==> src/hdl/scd_pkg.sv <==
// ----------------------------------------------------------------------------
// scd_pkg: shared types and constants for the start-code deframer
// Holds the framing phase, status codes, and the record that passes from
// the front classifier to the back emitter.
// ----------------------------------------------------------------------------
`default_nettype none

package scd_pkg;

    // Byte values that the parser looks for
    localparam logic [7:0] BYTE_ZERO = 8'h00;
    localparam logic [7:0] BYTE_ONE  = 8'h01;
    localparam logic [7:0] BYTE_EPB  = 8'h03;

    // Held zeros and zero run both saturate at two
    localparam logic [1:0] HOLD_MAX = 2'd2;

    // Default depth of the queue between front and back
    localparam int FIFO_DEPTH_DEF = 4;

    // Phase of the leading start code search
    typedef enum logic [1:0] {
        PH_ZERO0,
        PH_ZERO1,
        PH_ONE,
        PH_UNIT
    } t_phase;

    // Packet status reported on the packet_end result
    typedef enum logic [1:0] {
        ST_OK          = 2'd0,
        ST_NO_START    = 2'd1,
        ST_TRAIL_START = 2'd2
    } t_status;

    // One classified input byte: zeros to emit, then maybe the byte itself
    typedef struct packed {
        logic [1:0] zero_cnt;
        logic       emit_byte;
        logic [7:0] data;
        logic       last;
        t_status    status;
    } t_rec;

endpackage

`default_nettype wire

==> src/hdl/scd_front.sv <==
// ----------------------------------------------------------------------------
// scd_front: byte classifier
// Tracks the leading start code, held zeros, zero run and packet status, and
// turns each accepted byte with a result into one record for the back emitter.
// ----------------------------------------------------------------------------
`default_nettype none

module scd_front import scd_pkg::*; (
    input  wire logic       i_clk,
    input  wire logic       i_rst_n,
    input  wire logic       i_valid,
    output      logic       o_ready,
    input  wire logic [7:0] i_in_byte,
    input  wire logic       i_packet_last,
    input  wire logic       i_q_ready,
    output      logic       o_push,
    output      t_rec       o_rec
);

    t_phase     r_phase, n_phase;
    t_status    r_err,   n_err;
    logic [1:0] r_held,  n_held;
    logic [1:0] r_zrun,  n_zrun;

    logic       w_accept;
    logic [1:0] w_zcnt;
    logic       w_emit;
    t_status    w_status;

    assign o_ready  = i_q_ready;
    assign w_accept = i_valid && i_q_ready;

    // Hold state registers
    always_ff @(posedge i_clk) begin
        if (!i_rst_n) begin
            r_phase <= PH_ZERO0;
            r_err   <= ST_OK;
            r_held  <= 2'd0;
            r_zrun  <= 2'd0;
        end else begin
            r_phase <= n_phase;
            r_err   <= n_err;
            r_held  <= n_held;
            r_zrun  <= n_zrun;
        end
    end

    // Classify the byte and advance the parser
    always_comb begin
        n_phase  = r_phase;
        n_err    = r_err;
        n_held   = r_held;
        n_zrun   = r_zrun;
        w_zcnt   = 2'd0;
        w_emit   = 1'b0;
        w_status = ST_OK;
        if (w_accept) begin
            if (r_err != ST_OK) begin
                // failed packet: ignore bytes until its end
            end else if (r_phase != PH_UNIT) begin
                if (i_in_byte != ((r_phase == PH_ONE) ? BYTE_ONE : BYTE_ZERO)) begin
                    n_err = ST_NO_START;
                end else begin
                    case (r_phase)
                        PH_ZERO0: n_phase = PH_ZERO1;
                        PH_ZERO1: n_phase = PH_ONE;
                        PH_ONE:   n_phase = PH_UNIT;
                        default:  n_phase = r_phase;
                    endcase
                    if (i_packet_last) begin
                        n_err = (r_phase == PH_ONE) ? ST_TRAIL_START : ST_NO_START;
                    end
                end
            end else if (i_in_byte == BYTE_ZERO) begin
                // hold the zero; pass the oldest one on when two are held
                if (r_held == HOLD_MAX) begin
                    w_zcnt = 2'd1;
                end else begin
                    n_held = r_held + 2'd1;
                end
                if (r_zrun != HOLD_MAX) begin
                    n_zrun = r_zrun + 2'd1;
                end
            end else if (i_in_byte == BYTE_ONE && r_held == HOLD_MAX) begin
                // start code: drop held zeros and open a new unit
                n_held = 2'd0;
                n_zrun = 2'd0;
                if (i_packet_last) begin
                    n_err = ST_TRAIL_START;
                end
            end else begin
                // flush held zeros, then the byte unless it is an escape
                w_zcnt = r_held;
                w_emit = !(i_in_byte == BYTE_EPB && r_zrun == HOLD_MAX);
                n_held = 2'd0;
                n_zrun = 2'd0;
            end

            // Flush at packet end and return to the idle state
            if (i_packet_last) begin
                if (n_err == ST_OK) begin
                    w_zcnt = w_zcnt + n_held;
                end
                w_status = n_err;
                n_phase  = PH_ZERO0;
                n_err    = ST_OK;
                n_held   = 2'd0;
                n_zrun   = 2'd0;
            end
        end
    end

    // Push only records that produce at least one result
    assign o_push = w_accept && (i_packet_last || w_zcnt != 2'd0 || w_emit);

    assign o_rec.zero_cnt  = w_zcnt;
    assign o_rec.emit_byte = w_emit;
    assign o_rec.data      = i_in_byte;
    assign o_rec.last      = i_packet_last;
    assign o_rec.status    = w_status;

    a_held_range: assert property (@(posedge i_clk) disable iff (!i_rst_n)
        r_held != 2'd3)
        else $error("held zero count above two");

    a_zrun_range: assert property (@(posedge i_clk) disable iff (!i_rst_n)
        r_zrun != 2'd3)
        else $error("zero run above two");

endmodule

`default_nettype wire

==> src/hdl/scd_fifo.sv <==
// ----------------------------------------------------------------------------
// scd_fifo: record queue between front and back
// Small register queue; the head is presented combinationally.
// ----------------------------------------------------------------------------
`default_nettype none

module scd_fifo import scd_pkg::*; #(
    parameter int DEPTH = FIFO_DEPTH_DEF
) (
    input  wire logic i_clk,
    input  wire logic i_rst_n,
    input  wire logic i_push,
    input  wire t_rec i_data,
    output      logic o_ready,
    output      logic o_valid,
    output      t_rec o_data,
    input  wire logic i_pop
);

    localparam int AW = (DEPTH > 1) ? $clog2(DEPTH) : 1;
    localparam int CW = $clog2(DEPTH + 1);
    localparam logic [AW-1:0] LAST_PTR = AW'(DEPTH - 1);
    localparam logic [CW-1:0] FULL_CNT = CW'(DEPTH);

    t_rec          r_mem [DEPTH];
    logic [AW-1:0] r_wptr, r_rptr;
    logic [CW-1:0] r_count;

    assign o_ready = (r_count != FULL_CNT);
    assign o_valid = (r_count != '0);
    assign o_data  = r_mem[r_rptr];

    // Write entry at the tail
    always_ff @(posedge i_clk) begin
        if (i_push) begin
            r_mem[r_wptr] <= i_data;
        end
    end

    // Advance pointers and count
    always_ff @(posedge i_clk) begin
        if (!i_rst_n) begin
            r_wptr  <= '0;
            r_rptr  <= '0;
            r_count <= '0;
        end else begin
            if (i_push) begin
                r_wptr <= (r_wptr == LAST_PTR) ? '0 : r_wptr + 1'b1;
            end
            if (i_pop) begin
                r_rptr <= (r_rptr == LAST_PTR) ? '0 : r_rptr + 1'b1;
            end
            case ({i_push, i_pop})
                2'b10:   r_count <= r_count + 1'b1;
                2'b01:   r_count <= r_count - 1'b1;
                default: r_count <= r_count;
            endcase
        end
    end

    a_no_overflow: assert property (@(posedge i_clk) disable iff (!i_rst_n)
        r_count == FULL_CNT |-> !i_push)
        else $error("push into full queue");

    a_no_underflow: assert property (@(posedge i_clk) disable iff (!i_rst_n)
        r_count == '0 |-> !i_pop)
        else $error("pop from empty queue");

endmodule

`default_nettype wire

==> src/hdl/scd_back.sv <==
// ----------------------------------------------------------------------------
// scd_back: result emitter
// Expands each queued record into its results, one per cycle unless
// i_ready stalls it, into a registered output stage.
// ----------------------------------------------------------------------------
`default_nettype none

module scd_back import scd_pkg::*; (
    input  wire logic       i_clk,
    input  wire logic       i_rst_n,
    input  wire logic       i_q_valid,
    input  wire t_rec       i_rec,
    output      logic       o_pop,
    output      logic       o_valid,
    input  wire logic       i_ready,
    output      logic [7:0] o_out_byte,
    output      logic       o_byte_valid,
    output      logic       o_packet_end,
    output      logic [1:0] o_packet_status
);

    logic [1:0] r_idx, n_idx;
    logic       r_valid, n_valid;
    logic [7:0] r_byte,  n_byte;
    logic       r_bval,  n_bval;
    logic       r_end,   n_end;
    logic [1:0] r_stat,  n_stat;

    logic       w_load;
    logic       w_final;

    assign w_load = i_q_valid && (!r_valid || i_ready);

    // Hold control and output registers
    always_ff @(posedge i_clk) begin
        if (!i_rst_n) begin
            r_idx   <= 2'd0;
            r_valid <= 1'b0;
        end else begin
            r_idx   <= n_idx;
            r_valid <= n_valid;
        end
    end

    always_ff @(posedge i_clk) begin
        r_byte <= n_byte;
        r_bval <= n_bval;
        r_end  <= n_end;
        r_stat <= n_stat;
    end

    // Pick the next result of the head record
    always_comb begin
        n_idx   = r_idx;
        n_valid = r_valid;
        n_byte  = r_byte;
        n_bval  = r_bval;
        n_end   = r_end;
        n_stat  = r_stat;
        if (i_rec.emit_byte) begin
            w_final = (r_idx == i_rec.zero_cnt);
        end else if (i_rec.zero_cnt == 2'd0) begin
            w_final = 1'b1;
        end else begin
            w_final = (r_idx == i_rec.zero_cnt - 2'd1);
        end

        if (r_valid && i_ready) begin
            n_valid = 1'b0;
        end
        if (w_load) begin
            n_valid = 1'b1;
            if (r_idx < i_rec.zero_cnt) begin
                n_byte = BYTE_ZERO;
                n_bval = 1'b1;
            end else if (i_rec.emit_byte) begin
                n_byte = i_rec.data;
                n_bval = 1'b1;
            end else begin
                n_byte = BYTE_ZERO;
                n_bval = 1'b0;
            end
            n_end  = w_final && i_rec.last;
            n_stat = (w_final && i_rec.last) ? i_rec.status : ST_OK;
            n_idx  = w_final ? 2'd0 : r_idx + 2'd1;
        end
    end

    assign o_pop           = w_load && w_final;
    assign o_valid         = r_valid;
    assign o_out_byte      = r_byte;
    assign o_byte_valid    = r_bval;
    assign o_packet_end    = r_end;
    assign o_packet_status = r_stat;

    a_status_at_end: assert property (@(posedge i_clk) disable iff (!i_rst_n)
        r_valid && r_stat != ST_OK |-> r_end)
        else $error("status reported off packet end");

endmodule

`default_nettype wire

==> src/hdl/start_code_deframer_unescape.sv <==
// ----------------------------------------------------------------------------
// start_code_deframer_unescape: start-code deframer with 03 removal
// Top level: front classifier, record queue and back emitter.
// ----------------------------------------------------------------------------
// The block accepts one raw byte per clock and strips the 00 00 01 start
// codes and the emulation-prevention 03 bytes, delivering one result per
// clock on the output while i_ready is high. A byte that yields two or three
// results (held zeros flushed ahead of it, or at packet end) occupies the
// output for each of them in turn; a queue of FIFO_DEPTH records between
// classifier and emitter absorbs these bursts, and input stalls only when it
// fills. The first result of a byte passes through the queue register and
// then the emitter's registered output stage before o_valid rises. A packet
// whose last result carries a nonzero packet_status must be discarded by the
// consumer: 1 means no leading start code, 2 a start code with nothing
// after it at the packet end.
`default_nettype none

module start_code_deframer_unescape import scd_pkg::*; #(
    parameter int FIFO_DEPTH = FIFO_DEPTH_DEF
) (
    input  wire logic       i_clk,
    input  wire logic       i_rst_n,
    input  wire logic       i_valid,
    output      logic       o_ready,
    input  wire logic [7:0] i_in_byte,
    input  wire logic       i_packet_last,
    output      logic       o_valid,
    input  wire logic       i_ready,
    output      logic [7:0] o_out_byte,
    output      logic       o_byte_valid,
    output      logic       o_packet_end,
    output      logic [1:0] o_packet_status
);

    logic w_push, w_q_ready, w_q_valid, w_pop;
    t_rec w_push_rec, w_head_rec;

    scd_front u_front (
        .i_clk         (i_clk),
        .i_rst_n       (i_rst_n),
        .i_valid       (i_valid),
        .o_ready       (o_ready),
        .i_in_byte     (i_in_byte),
        .i_packet_last (i_packet_last),
        .i_q_ready     (w_q_ready),
        .o_push        (w_push),
        .o_rec         (w_push_rec)
    );

    scd_fifo #(
        .DEPTH (FIFO_DEPTH)
    ) u_fifo (
        .i_clk   (i_clk),
        .i_rst_n (i_rst_n),
        .i_push  (w_push),
        .i_data  (w_push_rec),
        .o_ready (w_q_ready),
        .o_valid (w_q_valid),
        .o_data  (w_head_rec),
        .i_pop   (w_pop)
    );

    scd_back u_back (
        .i_clk           (i_clk),
        .i_rst_n         (i_rst_n),
        .i_q_valid       (w_q_valid),
        .i_rec           (w_head_rec),
        .o_pop           (w_pop),
        .o_valid         (o_valid),
        .i_ready         (i_ready),
        .o_out_byte      (o_out_byte),
        .o_byte_valid    (o_byte_valid),
        .o_packet_end    (o_packet_end),
        .o_packet_status (o_packet_status)
    );

endmodule

`default_nettype wire
==> config.mk <==
export PLATFORM = sky130hd
export DESIGN_NAME = start_code_deframer_unescape
export DESIGN_NICKNAME = d
export VERILOG_FILES = /design/src/hdl/scd_pkg.sv /design/src/hdl/scd_front.sv /design/src/hdl/scd_fifo.sv /design/src/hdl/scd_back.sv /design/src/hdl/start_code_deframer_unescape.sv
export SDC_FILE = /design/constraint.sdc
export NUM_CORES = 1
export LEC_CHECK = 0
export BUFFER_PORTS_ARGS = -buffer_cell sky130_fd_sc_hd__buf_2
export CAP_MARGIN = 25
export CELL_PAD_IN_SITES_DETAIL_PLACEMENT = 0
export CELL_PAD_IN_SITES_GLOBAL_PLACEMENT = 1
export CORE_UTILIZATION = 30
export CTS_CLUSTER_DIAMETER = 60
export DETAILED_ROUTE_END_ITERATION = 8
export PLACE_DENSITY = 0.57
export SYNTH_ARGS = -nofsm -noshare
export SYNTH_HDL_FRONTEND = slang
export SYNTH_HIERARCHICAL = 1
export SYNTH_SLANG_ARGS = --single-unit
==> constraint.sdc <==
create_clock -name i_clk -period 6.8 [get_ports i_clk]
set_input_delay 1.36 -clock i_clk [delete_from_list [all_inputs] [get_ports i_clk]]
set_output_delay 1.36 -clock i_clk [all_outputs]
set_load 0.01 [all_outputs]
* Word level (Yosys, flattened, before mapping)
Memories as Yosys holds them, arrays and structs flattened. A register that Yosys moved wholly into a read port is not among the register bits.
Index checks and enable logic that the tools add are counted.
** Storage, ports and cells
- Register bits after elaboration :: 30
- RAM bits :: 56
- Logic and storage cells :: 128
- Memories :: 1
** Memories
- u_fifo.r_mem :: words 4, bits a word 14, read ports 1, clocked after Yosys merged registers in 1, write ports 1, RTL line scd_fifo.sv:25 : t_rec r_mem [DEPTH];
** Cells by class
- Add/subtract/negate cells :: 9
- Order comparisons :: 1
- Equal/unequal tests :: 20
- Mux-type cells :: 56
- Bitwise operators :: 1
- Reductions and logical operators :: 27
** Operators by type and width (number)
- $mux 2 :: 40
- $mux 1 :: 14
- $eq 2x2->1 const B :: 6
- $add 2x1->2 const B :: 5
- $ne 2x2->1 const B :: 5
- $reduce_bool 2->1 :: 5
- $eq 8x1->1 const B :: 1
- $eq 8x2->1 const B :: 1
- $logic_and 1x1->1 :: 8
- $logic_not 8->1 :: 1
- $ne 8x8->1 :: 1
- $logic_not 2->1 :: 3
- $ne 3x3->1 const B :: 2
- $pmux 2 s3 :: 1
- $pmux 3 s2 :: 1
- $reduce_and 5->1 :: 1
- $eq 2x1->1 const B :: 2
- $eq 2x2->1 :: 2
- $reduce_and 4->1 :: 1
- $reduce_bool 4->1 :: 1
- $add 3x1->3 const B :: 1
- $logic_or 1x1->1 :: 3
- $reduce_bool 3->1 :: 1
- $sub 3x1->3 const B :: 1
- 6 further kinds :: 7

* Depth between registers and ports, before layout
- Word-level depth :: 17
- Gate-level depth with buffers :: 18

* Cells and area by module
The synthesis kept the hierarchy.
** Modules (own cells, without submodules)
- scd_fifo :: instances 1, cells an instance 120, area each 2512.4 sq um, seq. area each 1861.8 sq um
- scd_front :: instances 1, cells an instance 116, area each 862.1 sq um, seq. area each 160.2 sq um
- scd_back :: instances 1, cells an instance 54, area each 671.9 sq um, seq. area each 420.4 sq um

* Worst setup path after synthesis
Ideal clock, no wire load.
- Kind :: input to register
- From :: input i_in_byte[5]
- To :: register u_fifo.r_count[2]
- Setup time :: 0.076 ns
- Arrival :: 4.823 ns
- Required time :: 6.724 ns
- Setup slack :: 1.901 ns
- Stages :: 17
- Path buffers :: 1
- Cells stage by stage :: or4_4 buf_6 or3_4 a21oi_2 inv_1 ha_1 nand2_1 nor3_1 o21bai_1 or3b_1 inv_1 ha_1 inv_1 fa_1 xor2_1 or3_1 a21boi_0
** RTL lines
- from (decl) :: RTL line start_code_deframer_unescape.sv:25 : input wire logic [7:0] i_in_byte,
- to (signal assigned) :: RTL line scd_fifo.sv:54 : 2'b10: r_count <= r_count + 1'b1;
- to (signal assigned) :: RTL line scd_fifo.sv:55 : 2'b01: r_count <= r_count - 1'b1;
- to (signal assigned) :: RTL line scd_fifo.sv:56 : default: r_count <= r_count;
- to (decl) :: RTL line scd_fifo.sv:27 : logic [CW-1:0] r_count;

==> flow_summary.yaml <==
placed_design:
  placed_cell_area_um2: 4260
  place.gp.congestion: 0.753
  io_buffers: 26
  placed_cells: 475
  dpl.hpwl_mm: 5.06
detailed_routing:
  detail_route.vias_per_cell: 4.66
  drcViolationCount: 0
  drt_pre_antenna_iters: 4
  vias: 2291
  wl_per_cell_um: 15.0
  first_iter_violations: 141
  detail-route-antenna-nets: 0
  finalWirelength_mm: 7.39
logic_synthesis:
  synth-async-reset-ratio_pct: 0
  flip_flop_and_latch_count_after_synthesis: 88
  post_synth_instance_area_um2: 4050
  synth_top_cell_area_share_pct: 50.5
  postSynthNetCount: 321
  netlist_top_cells_area: "sky130_fd_sc_hd__edfxtp_1 50%, sky130_fd_sc_hd__dfxtp_1 9.9%, sky130_fd_sc_hd__mux4_2 5.6%"
  synth_flop_cell: "sky130_fd_sc_hd__edfxtp_1"
  synthesis.yosys.warnings: 6
  syn_area_per_cell_um2: 14.0
  synth-edff-count: 68
  synth.yosys.seq_area_share_pct: 60.4
  post_synth_inst_count: 290
  yosysUniqueCellTypes: 54
  yosysTopAreaCell: "sky130_fd_sc_hd__edfxtp_1"
min_path:
  hold_path_startpoint: "u_front/r_zrun[1]$_SDFFE_PN0P_"
  min-delay-path-class: "register to register"
cts:
  worstSkewPairLatency_ps: 330
  cts.hold.buffers_added: 0
  cts-buffers-inserted: 9
  cts_tree: "done"
  cts-htree-levels: 3
  clk_pin_slew_ps: 70
  clkSinkCount: 88
  postcts_setup_bufs: 0
  post_cts.resized_instances: 0
  clock_tree.root_cell: "sky130_fd_sc_hd__clkbuf_16"
  cts.path.max_buffers: 2
grt:
  grt_max_degree: 18
  wire_length_of_the_first_global_routing_pass_mm: 11.9
  grt_use_total_pct: 11.4
  first_global_vias: 2283
  global_route.overflow_total: 0
  grt_antenna_before_repair: 0
timing:
  tns_ps: 0
  finalWorstPathRequiredPeriod_ps: 4900
  final_min_period_over_clock_period_pct: 72.0
  grt_setup_unrepaired: "false"
  worst_slew_margin_rel_pct: 46.2
  timing_hold_violations_final: 0
  worst_hold_slack_ps: 461
  setup-violations-final: 0
  worst_clock_skew_ps: 8.38
  worst_slew_pin_slew_ps: 807
  maxClockFrequency_mhz: 204
  maxSlewViolCount: 0
power_and_ir_drop:
  cellPowerDensity_nw_per_um2: 329
  vdd_ir_drop_max_mv: 0.111
  cellLeakagePower_nw: 1.58
critical_path:
  ff_to_ff_start: "u_front/r_phase[0]$_SDFFE_PN0P_"
  timing.critical_path.required_ps: 7060
  crit_path_start_kind: "input pin"
  timing.critical_path.arrival_ps: 5160
  startpoint: "i_in_byte[5]"
  worst-setup-path-type: "input pin to register"
  critPathMaxFanout: 7
  end_kind: "register"
job:
  cap_violations: 0
outcome:
  status: "complete, no violations"
finish:
  post_layout_net_count: 342
  layout_commonest_cell: "sky130_fd_sc_hd__edfxtp_1"
  post_route_cells_drive_above_1_share_pct: 18.7
  design_area_um2: 4570
  finish.utilization_pct: 34.6
  nFillCells: 1269
  biggest_register: "u_fifo/r_mem"
  final_cells: 492
  antenna-diode-count: 0
  area_growth_pct: 12.8
  most-common-layout-cells: "68 x sky130_fd_sc_hd__edfxtp_1, 26 x sky130_fd_sc_hd__buf_2, 20 x sky130_fd_sc_hd__dfxtp_1"
  max_reg_flops: 56
floorplan:
  row_count: 42
  floorplan.initialDensity_pct: 30.7
  floorplan.die.height_um: 118
  dieWidth_um: 118
  ioPinCount: 27
  fp.dieArea_um2: 14000
  placeableCoreArea_um2: 13200
[Yosys cell counts, types with 5 or more instances]
cell type / count
sky130_fd_sc_hd__nand2_1: 13
sky130_fd_sc_hd__edfxtp_1: 68
sky130_fd_sc_hd__and2_1: 16
sky130_fd_sc_hd__dfxtp_1: 20
sky130_fd_sc_hd__a21oi_1: 8
sky130_fd_sc_hd__mux4_2: 10
sky130_fd_sc_hd__nor2b_1: 10
sky130_fd_sc_hd__nor3_1: 5
sky130_fd_sc_hd__nor2_1: 11
sky130_fd_sc_hd__o21ai_0: 8
sky130_fd_sc_hd__ha_1: 17
sky130_fd_sc_hd__buf_4: 11
sky130_fd_sc_hd__inv_1: 19
[path summary, 6_finish.rpt]
check | slack (ps) | endpoint | cells after the start
setup reg to reg | 2800 | u_fifo/r_count[2]$_SDFFE_PN0P_ | 17
hold reg to reg | 460 | u_front/r_zrun[1]$_SDFFE_PN0P_ | 2
setup / recovery | 1900 | u_fifo/r_count[2]$_SDFFE_PN0P_ | 17
hold / removal | 460 | u_front/r_zrun[1]$_SDFFE_PN0P_ | 2
[critical path: stages]
cell                       delay [ps]
sky130_fd_sc_hd__buf_2            130
sky130_fd_sc_hd__or4_4            590
sky130_fd_sc_hd__or3_4            430
sky130_fd_sc_hd__a21oi_2          150
sky130_fd_sc_hd__inv_1             60
sky130_fd_sc_hd__ha_1             260
sky130_fd_sc_hd__nand2_1           60
sky130_fd_sc_hd__nor3_1            40
sky130_fd_sc_hd__o21bai_1         220
sky130_fd_sc_hd__or3b_1           500
sky130_fd_sc_hd__inv_1            120
sky130_fd_sc_hd__ha_1             180
sky130_fd_sc_hd__inv_1             60
sky130_fd_sc_hd__fa_1             370
sky130_fd_sc_hd__xor2_1           160
sky130_fd_sc_hd__or3_1            310
sky130_fd_sc_hd__a21boi_0         170
[where the power goes]
| group | internal [W] | switching (W) |
|---|---|---|
| sequential | 0.000664 | 0.0000297 |
| combinational | 0.000163 | 0.000189 |
| clock | 0.000250 | 0.000206 |
| total | 0.00108 | 0.000425 |
[logic make-up (layout without fill, tap and decap cells)]
logic type | count (synthesis) | after routing | share of synthesized area [%]
AOI/OAI and AO/OA | 40 | 40 | 6.31
xor gates and xnor gates | 3 | 3 | 0.649
adders and majority gates | 18 | 18 | 5.75
buffers and inverters | 36 | 62 | 5.16
DFF | 88 | 88 | 60.4
muxes | 18 | 18 | 9.18
and+or+nand+nor | 87 | 87 | 12.6
[final cells by class]
type                    count  area (µm²)  share of cell area (%)
clock buffers               9         225                    4.93
clock inverters             7        53.8                    1.18
inverters                  19        71.3                    1.56
multi-input cells         166        1400                    30.6
flip-flops and latches     88        2440                    53.5
well taps                 176         220                    4.82
repair buffers             27         158                    3.45
[metal layers]
metal / part of all wire [%] / routed length, µm / vias to the layer above / GRT usage [%]
li1: - / - / 1113 / -
met1: 47 / 3470 / 1133 / 14.6
met2: 48 / 3560 / 35 / 18.0
met3: 2.9 / 213 / 10 / 2.27
met4: 1.8 / 135 / 0 / 6.17
met5: 0 / 0 / - / 0
[stage by stage]
| step | power, W | setup slack, ps |
|---|---|---|
| floorplan | 0.000963 | 1900 |
| global placement | 0.00105 | 1670 |
| detailed placement | 0.00105 | 1580 |
| CTS | 0.00151 | 1910 |
| global route | 0.00158 | 1740 |
| finish | 0.00150 | 1900 |
(Power assumes the default switching activity.)
